`config.mk`:
```
export PLATFORM = sky130hd
export DESIGN_NAME = mdc_ctrl
export DESIGN_NICKNAME = d
export VERILOG_FILES = /design/src/hw/rtl/mdc_pkg.sv /design/src/hw/rtl/mdc_ctrl.sv
export SDC_FILE = /design/constraint.sdc
export NUM_CORES = 1
export LEC_CHECK = 0
export BUFFER_PORTS_ARGS = -buffer_cell sky130_fd_sc_hd__buf_2
export CAP_MARGIN = 20
export CORE_AREA = 2 2 39 41
export CTS_CLUSTER_SIZE = 28
export DETAILED_ROUTE_END_ITERATION = 8
export DIE_AREA = 0 0 41 43
export GPL_TIMING_DRIVEN = 0
export MAX_ROUTING_LAYER = met4
export SETUP_SLACK_MARGIN = 0.4
export SYNTH_ARGS = -nofsm -noshare
export SYNTH_HDL_FRONTEND = slang
export SYNTH_SLANG_ARGS = --single-unit
export TNS_END_PERCENT = 10
```
`constraint.sdc`:
```
create_clock -name clk_i -period 1.4 [get_ports clk_i]
set_clock_uncertainty 0.2 [all_clocks]
set_input_delay 0.07 -clock clk_i [delete_from_list [all_inputs] [get_ports clk_i]]
set_output_delay 0.07 -clock clk_i [all_outputs]
set_load 0.05 [all_outputs]
```
`src/hw/rtl/mdc_pkg.sv`:
```
package mdc_pkg;

  localparam int HISTORY_DEPTH_DEF   = 4096;
  localparam int SINE_TABLE_SIZE_DEF = 1024;
  localparam int SAMPLE_WIDTH_DEF    = 16;

  localparam int CFG_IDX_W  = 3;
  localparam int CFG_DATA_W = 20;
  localparam int DELAY_W    = 12;
  localparam int MAXD_W     = 8;
  localparam int KNOB_W     = 16;
  localparam int GAIN_W     = 16;
  localparam int STEP_W     = 20;
  localparam int PHASE_W    = 32;
  localparam int SINE_W     = 15;
  localparam int GAIN_FRAC  = 15;
  localparam int OFFS_SHIFT = 31;
  localparam int DM_W       = MAXD_W + KNOB_W;
  localparam int MAG_W      = DM_W + SINE_W;
  localparam int OFFS_W     = MAG_W - OFFS_SHIFT;

  localparam logic [DELAY_W-1:0] DELAY_RST = DELAY_W'(2205);
  localparam logic [MAXD_W-1:0]  MAXD_RST  = MAXD_W'(44);
  localparam logic [KNOB_W-1:0]  KNOB_RST  = '0;
  localparam logic [GAIN_W-1:0]  GAIN_RST  = '0;
  localparam logic [STEP_W-1:0]  STEP_RST  = '0;

  localparam logic [63:0] Q30_ONE     = 64'd1073741824;
  localparam logic [63:0] HALF_PI_Q30 = 64'd1686629713;

  typedef enum logic [CFG_IDX_W-1:0] {
    CFG_DELAY      = 3'd0,
    CFG_MAX_DEPTH  = 3'd1,
    CFG_DEPTH_KNOB = 3'd2,
    CFG_WET_GAIN   = 3'd3,
    CFG_PHASE_STEP = 3'd4
  } cfg_idx_e;

  typedef struct packed {
    logic load;
    logic mag;
    logic addr;
    logic mix;
  } mdc_cmd_t;

  typedef struct packed {
    logic out_busy;
  } mdc_stat_t;

  // quarter-wave sine magnitude, argument u / 2^30 of pi/2, odd taylor series to x^9
  function automatic logic [SINE_W-1:0] quarter_sine(input logic [63:0] u);
    logic [63:0] x;
    logic [63:0] x2;
    logic [63:0] a;
    logic [63:0] b;
    logic [63:0] c;
    logic [63:0] d;
    logic [63:0] s;
    logic [63:0] q;
    x  = (u * HALF_PI_Q30) >> 30;
    x2 = (x * x) >> 30;
    a  = Q30_ONE - x2 / 64'd72;
    b  = Q30_ONE - ((x2 * a) >> 30) / 64'd42;
    c  = Q30_ONE - ((x2 * b) >> 30) / 64'd20;
    d  = Q30_ONE - ((x2 * c) >> 30) / 64'd6;
    s  = (x * d) >> 30;
    q  = (s + 64'd16384) >> 15;
    if (q > 64'd32767) begin
      q = 64'd32767;
    end
    return q[SINE_W-1:0];
  endfunction

endpackage

```
`src/hw/rtl/mdc_ctrl.sv`:
```
module mdc_ctrl (
  input  logic               clk_i,
  input  logic               rst_ni,
  input  logic               s_tvalid_i,
  output logic               s_tready_o,
  input  mdc_pkg::mdc_stat_t stat_i,
  output mdc_pkg::mdc_cmd_t  cmd_o
);
  import mdc_pkg::*;

  typedef enum logic [1:0] {
    ST_IDLE,
    ST_MAG,
    ST_ADDR,
    ST_MIX
  } state_e;

  state_e state_q;
  logic   ready_q;

  always_ff @(posedge clk_i or negedge rst_ni) begin
    if (!rst_ni) begin
      state_q <= ST_IDLE;
      ready_q <= 1'b1;
    end else begin
      unique case (state_q)
        ST_IDLE: begin
          if (s_tvalid_i) begin
            state_q <= ST_MAG;
            ready_q <= 1'b0;
          end
        end
        ST_MAG: begin
          state_q <= ST_ADDR;
        end
        ST_ADDR: begin
          state_q <= ST_MIX;
        end
        ST_MIX: begin
          if (!stat_i.out_busy) begin
            state_q <= ST_IDLE;
            ready_q <= 1'b1;
          end
        end
      endcase
    end
  end

  assign s_tready_o = ready_q;
  assign cmd_o.load = s_tvalid_i & ready_q;
  assign cmd_o.mag  = (state_q == ST_MAG);
  assign cmd_o.addr = (state_q == ST_ADDR);
  assign cmd_o.mix  = (state_q == ST_MIX) & ~stat_i.out_busy;

endmodule

```
**After elaboration in Yosys (flattened, before gate mapping)**

Cells that the tools add are included.

- Add/sub/neg operators: 0
- Multipliers: 0
- Divide/modulo/power cells: 0
- Order comparisons: 0
- Equal/unequal tests: 5
- Shift-type cells: 0
- Mux-type cells: 6
- Bitwise logic cells: 3
- Reductions and logical operators: 4

Operators by type and width:

| operator | number |
|---|---|
| one-hot mux 2 bit (4 select lines) | 1 |
| equality test 2 bit, second input constant | 2 |
| 2-to-1 mux 2 bit | 2 |
| inequality test 2 bit, second input constant | 2 |
| AND reduction 3 bit | 1 |
| AND 1 bit | 2 |
| equality test 2 x 1 -> 1 bit, second input constant | 1 |
| logical NOT 2 bit | 1 |
| 2-to-1 mux 1 bit | 2 |
| one-hot mux 1 bit (2 select lines) | 1 |
| AND reduction 2 bit | 1 |
| nonzero test 2 bit | 1 |
| NOT 1 bit | 1 |

- Flip-flop bits (word level): 3
- Latch bits: 0
- Bits in writable memories: 0
- Bits in read-only memories: 0
- Input bits: 4
- Output and inout bits: 5
- Word-level logic and storage cells: 20
- Memories: 0

**Depth between registers and ports, before layout**

Gate-level depths: netlist of the first run.

- Depth after elaboration: 3
- Gate-level depth with buffers: 4
- Gate-level depth less buffers: 4

**Worst setup path after synthesis of the first run**

OpenSTA, ideal clock, no wires.

- Path type: flip-flop to flip-flop
- Start: register state_q[1]
- End: register ready_q, in the netlist s_tready_o
- Library setup time: 73 ps
- Arrival time: 1511 ps
- Data required time: 1127 ps
- Setup slack: -384 ps
- Cell stages (with the launch flop): 5
- Buffers on the path: 0
- Clock period less this slack: 1784 ps
- Cell sequence: dfrtp_1 > ha_1 > nor2b_1 > nor2_1 > a21oi_1

- Word-level cells in the longest chain between the ends: 3
- Elaborated cells between the ends (all ways): 7
- Classes of those cells: 3 x eq/ne; 1 x mux; 3 x reduce/logical

RTL lines:

| item | line | text |
|---|---|---|
| from (decl) | mdc_ctrl.sv:18 | `state_e state_q;` |
| from (signal assigned) | mdc_ctrl.sv:23 | `state_q <= ST_IDLE;` |
| from (signal assigned) | mdc_ctrl.sv:29 | `state_q <= ST_MAG;` |
| from (signal assigned) | mdc_ctrl.sv:34 | `state_q <= ST_ADDR;` |
| equality test 2 bit / logical NOT 2 bit (equally long branches) | mdc_ctrl.sv:26 | `unique case (state_q)` |
| inequality test 2 bit (no source line) / nonzero test 2 bit (equally long branches) | n/a |  |
| AND reduction 3 bit (no source line) | n/a |  |
| to (signal assigned) | mdc_ctrl.sv:24 | `ready_q <= 1'b1;` |
| to (signal assigned) | mdc_ctrl.sv:30 | `ready_q <= 1'b0;` |
| to (signal assigned) | mdc_ctrl.sv:42 | `ready_q <= 1'b1;` |
| to (decl) | mdc_ctrl.sv:19 | `logic ready_q;` |

Parallel ways exist; a longest one is shown, timed or not.
A chain may end at the register's enable or synchronous reset.

**Final worst setup path of the first run**

- Start: register state_q[0]
- End: register state_q[1]

- Word-level cells in the longest chain between the ends: 3
- Elaborated cells between the ends (all ways): 8
- Classes of those cells: 5 x eq/ne; 1 x mux; 2 x reduce/logical

RTL lines:

| item | line |
|---|---|
| equality test 2 bit / logical NOT 2 bit (equally long branches) | mdc_ctrl.sv:26 |
| inequality test 2 bit (no source line) | n/a |
| AND reduction 2 bit (no source line) | n/a |

Parallel ways exist; a longest one is shown, timed or not.

==> impl_metrics.tcl, run 1 <==
set metrics [dict create \
    status "complete, but fails checks" \
    violations "hold timing, setup timing" \
    diodes 0 \
    cpPeakStageDelay_ns 0.40 \
    postRouteAntennaNets 0 \
    p_comb_share_pct 72.2 \
    pwr-share-seq_pct 15.8 \
    cp_slowest_cell "dfrtp_1" \
    worstSetupPathType "reg2reg" \
    avgSynthCellArea_um2 10.95 \
    clock_path_buffers 2 \
    first_global_vias 214 \
    crit_chain "ha_2, a22oi_2, mux2_4" \
    synth_cell_type_count 12 \
    worstPathArrival_ns 1.36 \
    pwr-share-clk_pct 12.0 \
    port_buffers 8 \
    synth_seq_area_share_pct 34.86 \
    hold_path.class "in2reg" \
    seq_area_um2 76.32 \
    total_power_mw 1.240 \
    syn_nets 29 \
    fmax_mhz 686.5 \
    ir_worst_vdd_mv 0.8275 \
    grt_first_pass_wirelength_um 828 \
    postSynth.asyncResetShare_pct 100.0 \
    final-setup-viol-count 2 \
    drc 0 \
    multi_input_area_um2 175.2 \
    grt_remaining_overflow 0 \
    root_buffer "clkbuf_4" \
    synth_edf_count 0 \
    synthesis.instances 20 \
    cp-end-kind "flop" \
    fillers 155 \
    cts.clk_slew.worst_paths_ns 0.04 \
    synth_fa_ha_area_share_pct 28.57 \
    die_x_um 41 \
    die_area_um2 1763 \
    drtIter0Drc 1 \
    hold_buffers 1 \
    slew_viol_final 0 \
    cts_buffers 3 \
    clock_sinks 3 \
    worst_pin_slew_ns 0.1932 \
    num_vias 212 \
    io_pins 9 \
    num_rows 14 \
    synthSimpleGateAreaFrac_pct 9.143 \
    synth.top_cells.by_count "ha_1, dfrtp_1, inv_1, mux2i_1, nor2_1" \
    synth-compound-area-share_pct 8.000 \
    htreeDepth 1 \
    synth_flop_cell "dfrtp_1" \
    required_ns 1.31 \
    cp_max_fo 3 \
    p_leak_nw 0.2163 \
    synthMuxAreaShare_pct 14.29 \
    grt_max_degree 5 \
    maxSlewHeadroom_pct 87.12 \
    fin_crit_sh_pct 104.0 \
    synthXorXnorAreaFrac_pct 0 \
    hpwl_um 305.7 \
    clock_latency_ns 0.23 \
    coreArea_um2 1384 \
    synth_top_area_share_pct 28.57 \
    hold_slack_ns -0.05839 \
    netlist_area_um2 219.0 \
    maxCapViolCount 0 \
    yosysTopAreaCell "ha_1" \
    synth.area.top_cells "ha_1, dfrtp_1, dfstp_2" \
    fin_crit_ns 1.457 \
    synth.most_common_cell "ha_1" \
    tritoncts "built" \
    rsz0062_at_grt "true" \
    grt_antenna_before_repair 0 \
    synth_top_family_by_area "adder cells" \
    switching_share_pct 43.43 \
    hold_viol 3 \
    die_h_um 43 \
    drive_above_1_share_pct 74.36 \
    drt-pass1-iter-count 2 \
    ys_seq_elements 3 \
    reg2reg_slack_ns -0.06 \
    fin_ws_ns -0.05657 \
    start_util_pct 15.82 \
    fin_util_pct 32.55 \
    internal_power_mw 0.7014 \
    nets 49 \
    dp_slack_ns -0.1062 \
    post_drt_wl_per_cell_um 9.073 \
    grtUsageTotal_pct 7.938 \
    drt-total-wl_um 499 \
    worstSetupStartpointType "flop" \
    vias_per_cell 3.855 \
    powerDensity_nw_per_um2 2753 \
    ys_warn_count 0 \
    switchingPower_mw 0.5385 \
    area_growth_pct 105.7 \
    gp_congestion 0.6641 \
]
[path summary, 6_finish.rpt]
path,from,to,cells past startpoint
worst max register to register,state_q[0],state_q[1],3
worst max-delay path,state_q[0],state_q[1],3
worst min-delay path,stat_i,s_tready_o,4
min in group asynchronous,rst_ni,state_q[1],2
max in group asynchronous,rst_ni,s_tready_o,2
worst min register to register,s_tready_o,s_tready_o,2
[repair_timing]
action | in CTS | in global routing
endpoints found under the hold margin | 4 | 3
gates resized for setup | 18 | 3
buffers inserted | 5 | 1
pin swaps | 4 | 2
endpoints found under the setup margin | 8 | 8
[power groups by stage]
| stage | registers [mW] | clock network, mW | logic [mW] |
|---|---|---|---|
| 4_1_cts | 0.194 | 0.159 | 0.835 |
| 6_report | 0.196 | 0.149 | 0.895 |
| 3_5_place_dp | 0.188 | 0 | 0.539 |
| 2_1_floorplan | 0.233 | 0 | 0.404 |
| 5_1_grt | 0.201 | 0.171 | 0.979 |
| 3_3_place_gp | 0.190 | 0 | 0.533 |
[logic make-up after synthesis]
group / Yosys count
AND/OR/NAND/NOR: 4
AO/OA/AOI/OAI: 2
flip-flops: 3
adder cells (fa/ha/maj): 5
multiplexers: 3
buffers and inverters: 3
[cell type report]
cell class / count / area share [%]
multi-input cells: 14 / 38.89
repair buffers: 15 / 31.39
flip-flops and latches: 3 / 16.94
clock buffers: 4 / 5.833
well taps: 16 / 4.444
inverters: 3 / 2.500
[layer usage]
layer	vias to the layer above	routed length [µm]	global-route usage, %
met5	-	0	-
met4	0	0	6.000
met3	0	33	6.283
met2	7	253	10.63
met1	103	211	7.120
li1	102	-	-
[placed cells by master (no fill, tap or decap), types with 2 or more instances in the layout]
master,count
buf_2,3
buf_4,6
buf_8,4
clkbuf_4,3
dfrtp_1,2
ha_2,2
ha_4,2
inv_2,3
mux2i_1,2
nor2_1,2
[state kept, by name, summed over array words and instances (netlist names)]
register    flops
state_q         2
s_tready_o      1
[critical path, delay by kind of cell (launching register included)]
kind | cells | cell delay, ns
AO/OA/AOI/OAI | 1 | 0.20
adder cells (fa/ha/maj) | 1 | 0.22
multiplexers | 1 | 0.32
flip-flops | 1 | 0.40
[stage by stage]
stage | TNS (ns) | hold WS [ns] | cells | instance area, µm²
3_5_place_dp | -0.1062 | -0.3328 | 44 | 292.8
5_1_grt | -0.3326 | -0.03760 | 55 | 450.4
6_report | -0.07841 | -0.05839 | 55 | 450.4
3_3_place_gp | -0.1041 | -0.3331 | 44 | 292.8
4_1_cts | -0.07977 | -0.06661 | 54 | 426.7
2_1_floorplan | -0.03610 | -0.4256 | 20 | 232.7
Power figures use the tool's default switching activity.
==> run 2, diff against run 1 <==
--- a/config.mk
+++ b/config.mk
@@ -13,7 +13,8 @@
 export DIE_AREA = 0 0 41 43
 export GPL_TIMING_DRIVEN = 0
 export MAX_ROUTING_LAYER = met4
-export SETUP_SLACK_MARGIN = 0.4
+export SETUP_SLACK_MARGIN = 0.02
+export SKIP_CTS_REPAIR_TIMING = 1
 export SYNTH_ARGS = -nofsm -noshare
 export SYNTH_HDL_FRONTEND = slang
 export SYNTH_SLANG_ARGS = --single-unit
==> run 2 against run 1 <==
Effect of this change:
- the run ends with setup timing left
- sequential power increased by 7%
- via count decreased by 1.9%
- critical path depth increased by 1
- clock-buffer cell count stayed put
- final cell count grew 3.6%
- first-iteration DRC count grew 100%
- combinational power fell by 13%
- die area is the same
- critical path type unchanged
==> impl_metrics.tcl, run 2 (synthesis results as in run 1) <==
set metrics [dict create \
    status "complete, but fails checks" \
    violations "setup timing" \
    stdcell_area_um2 445.4 \
    nets 51 \
    die_h_um 43 \
    coreArea_um2 1384 \
    clock_path_buffers 2 \
    num_vias 208 \
    grt_antenna_before_repair 0 \
    clock_sinks 3 \
    grt_remaining_overflow 0 \
    drt-pass1-iter-count 3 \
    hold_viol 0 \
    final-setup-viol-count 4 \
    drc 0 \
    crit_family "flip-flops" \
    first_global_vias 174 \
    clock_latency_ns 0.23 \
    cp_slowest_cell "dfrtp_1" \
    slew_viol_final 0 \
    largest_reg_flops 2 \
    p_leak_nw 0.2192 \
    die_area_um2 1763 \
    grt_first_pass_wirelength_um 634 \
    tritoncts "built" \
    htreeDepth 1 \
    hpwl_um 304.9 \
    mostFrequentLayoutCells "buf_2, buf_4, dlygate4sd3_1" \
    path_buf_inv 1 \
    crit_chain "inv_2, ha_4, a22oi_2, mux2_4" \
    grt_max_degree 5 \
    total_power_mw 1.138 \
    die_x_um 41 \
    grtUsageTotal_pct 6.295 \
    fin_ws_ns -0.06605 \
    root_buffer "clkbuf_4" \
    drt-total-wl_um 494 \
    fmax_mhz 682.1 \
    required_ns 1.31 \
    start_util_pct 15.82 \
    gp_congestion 0.6435 \
    cpPeakStageDelay_ns 0.41 \
    num_rows 14 \
    cp_max_fo 4 \
    ir_worst_vdd_mv 0.9949 \
    maxSlewHeadroom_pct 83.61 \
    io_pins 9 \
    area_growth_pct 103.4 \
    fin_crit_sh_pct 104.7 \
    worstSetupPathType "reg2reg" \
    fin_util_pct 32.19 \
    cts.clk_slew.worst_paths_ns 0.04 \
    vias_per_cell 3.649 \
    post_drt_wl_per_cell_um 8.667 \
    cp-end-kind "flop" \
    dpl_cell_area_um2 286.5 \
    port_buffers 8 \
    drtIter0Drc 2 \
    hold_path.class "in2async" \
    cts_buffers 3 \
    diodes 0 \
    fin_crit_ns 1.466 \
    powerDensity_nw_per_um2 2555 \
    drive_above_1_share_pct 65.85 \
    rsz0062_at_grt "true" \
    largest_register "state_q" \
    maxCapViolCount 0 \
    worst_pin_slew_ns 0.2475 \
    postRouteAntennaNets 0 \
    worstPathArrival_ns 1.38 \
    worstSetupStartpointType "flop" \
]
-- run 2: changes by cell type in the layout (fill, tap and decap cells not counted) --
| cell | before | now |
|---|---|---|
| ha_2 | 2 | 0 |
| dlygate4sd3_1 | 1 | 4 |
| buf_8 | 4 | 1 |
| buf_2 | 3 | 5 |
| dfrtp_1 | 2 | 1 |
| buf_6 | 1 | 2 |
| ha_1 | 1 | 3 |
| buf_4 | 6 | 5 |
| dfrtp_2 | 0 | 1 |
-- run 2: worst register-to-register path, stage by stage (launching register included) --
cell     delay (ns)
dfrtp_1        0.41
inv_2          0.09
ha_4           0.17
a22oi_2        0.17
mux2_4         0.32
-- run 2: layout make-up --
cell class / count / area (µm²)
Fill cell: 140 / 938.4
Multi-Input combinational cell: 14 / 170.2
Timing Repair Buffer: 17 / 140.1
Sequential cell: 3 / 77.57
Clock buffer: 4 / 26.28
Tap cell: 16 / 20.02
Inverter: 3 / 11.26
-- run 2: layer usage --
metal / wire, µm / global-route usage [%]
met3: 29 / 6.283
met1: 225 / 5.844
met2: 240 / 6.875
met4: 0 / 6.000
met5: 0 / -
-- run 2: worst paths after layout --
check	from	to	cells after the start	slack, ns
setup / recovery	state_q[0]	state_q[1]	4	-0.07
hold / removal	rst_ni	s_tready_o	2	0.12
setup reg to reg	state_q[0]	state_q[1]	4	-0.07
hold reg to reg	s_tready_o	s_tready_o	2	0.34
max in group asynchronous	rst_ni	state_q[1]	3	0.34
min in group clk_i	s_tready_o	s_tready_o	2	0.34
-- run 2: power by group --
part / internal [mW] / leakage, nW / switching (mW) / total (mW)
clock network: 0.107 / 0.0150 / 0.0441 / 0.151
registers: 0.148 / 0.0330 / 0.0615 / 0.210
logic: 0.364 / 0.171 / 0.413 / 0.777
total: 0.619 / 0.219 / 0.519 / 1.14
-- run 2: metrics by stage --
stage               setup slack (ns)  TNS [ns]  hold WS [ns]  std cells
floorplan                   -0.07544   -0.1429       -0.4256         20
global placement             -0.1573   -0.1573       -0.3334         44
detailed placement           -0.1644   -0.1644       -0.3340         44
CTS                          -0.1678   -0.4385       -0.5836         48
global route                 -0.1075   -0.4270        0.1040         57
finish                      -0.06605   -0.2008        0.1195         57
==> run 3, diff against run 2 <==
--- a/config.mk
+++ b/config.mk
@@ -7,10 +7,10 @@
 export LEC_CHECK = 0
 export BUFFER_PORTS_ARGS = -buffer_cell sky130_fd_sc_hd__buf_2
 export CAP_MARGIN = 20
-export CORE_AREA = 2 2 39 41
+export CORE_AREA = 3 3 40 42
 export CTS_CLUSTER_SIZE = 28
 export DETAILED_ROUTE_END_ITERATION = 8
-export DIE_AREA = 0 0 41 43
+export DIE_AREA = 0 0 43 45
 export GPL_TIMING_DRIVEN = 0
 export MAX_ROUTING_LAYER = met4
 export SETUP_SLACK_MARGIN = 0.02
==> constraint.sdc (replaced) <==
create_clock -name clk_i -period 1.35 [get_ports clk_i]
set_clock_uncertainty 0.2 [all_clocks]
set_input_delay 0.0675 -clock clk_i [delete_from_list [all_inputs] [get_ports clk_i]]
set_output_delay 0.0675 -clock clk_i [all_outputs]
set_load 0.05 [all_outputs]
==> run 3 against run 2 <==
Effect of this change:
- the run ends with hold timing, setup timing left
- via count is 2.9% lower
- largest cell class unchanged
- sequential share of layout area increased by 2.3 points
- global-route usage about the same
- sequential power down 5%
- critical path type unchanged
- hold slack worse by 0.18 ns
- largest power group unchanged
- maximum frequency shrank 2.3%
==> impl_metrics.tcl, run 3 (synthesis results as in run 1) <==
set metrics [dict create \
    ir_worst_vdd_mv 0.7432 \
    tritoncts "built" \
    maxSlewHeadroom_pct 83.44 \
    worstPathArrival_ns 1.41 \
    required_ns 1.26 \
    root_buffer "clkbuf_4" \
    die_h_um 45 \
    clock_latency_ns 0.23 \
    worstSetupPathType "reg2reg" \
    grt_max_degree 5 \
    clock_sinks 3 \
    powerDensity_nw_per_um2 2809 \
    grt_antenna_before_repair 0 \
    drtIter0Drc 1 \
    grt_first_pass_wirelength_um 772 \
    area_growth_pct 77.14 \
    hold_viol 1 \
    num_vias 202 \
    maxCapViolCount 0 \
    final-setup-viol-count 5 \
    cp-end-kind "flop" \
    diodes 0 \
    port_buffers 8 \
    dpl_cell_area_um2 291.5 \
    fin_crit_sh_pct 111.1 \
    hold_slack_ns -0.06147 \
    hpwl_um 364.6 \
    num_rows 13 \
    postRouteAntennaNets 0 \
    io_pins 9 \
    rsz0062_at_grt "true" \
    hold_path.class "in2reg" \
    grtUsageTotal_pct 6.277 \
    clock_path_buffers 2 \
    nets 46 \
    slew_viol_final 0 \
    worstSetupStartpointType "flop" \
    cp_max_fo 4 \
    vias_per_cell 3.961 \
    cts_buffers 3 \
    stdcell_area_um2 387.9 \
    drt-pass1-iter-count 2 \
    start_util_pct 17.04 \
    worst_pin_slew_ns 0.2501 \
    post_drt_wl_per_cell_um 10.27 \
    die_x_um 43 \
    grt_remaining_overflow 0 \
    drt-total-wl_um 524 \
    coreArea_um2 1285 \
    drc 0 \
    fin_setup_tns_ns -0.3900 \
    fmax_mhz 666.7 \
    die_area_um2 1935 \
    cts.clk_slew.worst_paths_ns 0.04 \
    drive_above_1_share_pct 66.67 \
    mostFrequentLayoutCells "buf_2, inv_2, clkbuf_4, buf_6" \
    largest_register "state_q" \
    first_global_vias 186 \
    violations "hold timing, setup timing" \
    fillers 133 \
    htreeDepth 1 \
    largest_reg_flops 2 \
    fin_crit_ns 1.500 \
    fin_ws_ns -0.1499 \
    status "complete, but fails checks" \
    gp_congestion 0.7496 \
    layout_commonest_cell "buf_2" \
    p_leak_nw 0.1926 \
]
==> run 3: cell types whose count changed in the layout (fill, tap and decap cells not counted), sizes merged <==
cell / change
dlygate4sd3: -2
buf: -3
==> run 3: worst paths after layout <==
check | from | to | slack, ns | depth (start not counted)
max in group asynchronous | rst_ni | state_q[0] | 0.30 | 3
hold / removal | stat_i | s_tready_o | -0.06 | 4
hold reg to reg | s_tready_o | s_tready_o | 0.32 | 2
min in group asynchronous | rst_ni | s_tready_o | 0.11 | 2
setup reg to reg | state_q[1] | state_q[1] | -0.15 | 4
setup / recovery | state_q[1] | state_q[1] | -0.15 | 4
==> run 3: cell type report <==
type	count	area, µm²	area share [%]
Tap cell	15	18.77	4.839
Multi-Input combinational cell	14	161.4	41.61
Inverter	3	11.26	2.903
Timing Repair Buffer	12	93.84	24.19
Sequential cell	3	76.32	19.68
Clock buffer	4	26.28	6.774
==> run 3: stage by stage <==
stage                     power, mW  cells  setup WS (ns)  util (%)
after floorplan              0.6603     20       -0.07797         -
after global placement       0.7496     43        -0.1520     22.69
after detailed placement     0.7624     43        -0.1546     22.69
after CTS                    0.9314     47        -0.1940     24.73
after global routing          1.178     51        -0.1956     30.19
final                         1.090     51        -0.1499     30.19
==> run 3: power by group <==
part           switching [mW]  internal, mW
Clock                  0.0463         0.111
Sequential             0.0481         0.151
Combinational           0.421         0.313
Total                   0.515         0.574
==> run 3: per-layer routing <==
metal	global-route usage (%)	wire (µm)
met1	6.311	225
met2	7.485	218
met3	7.570	79
met4	1.807	0
met5	-	0
==> run 3: critical path, cell delays in order, from the launching register on <==
cell and delay [ns]:
dfrtp_1 0.40, inv_2 0.08, ha_4 0.16, a22oi_2 0.21, mux2_4 0.32
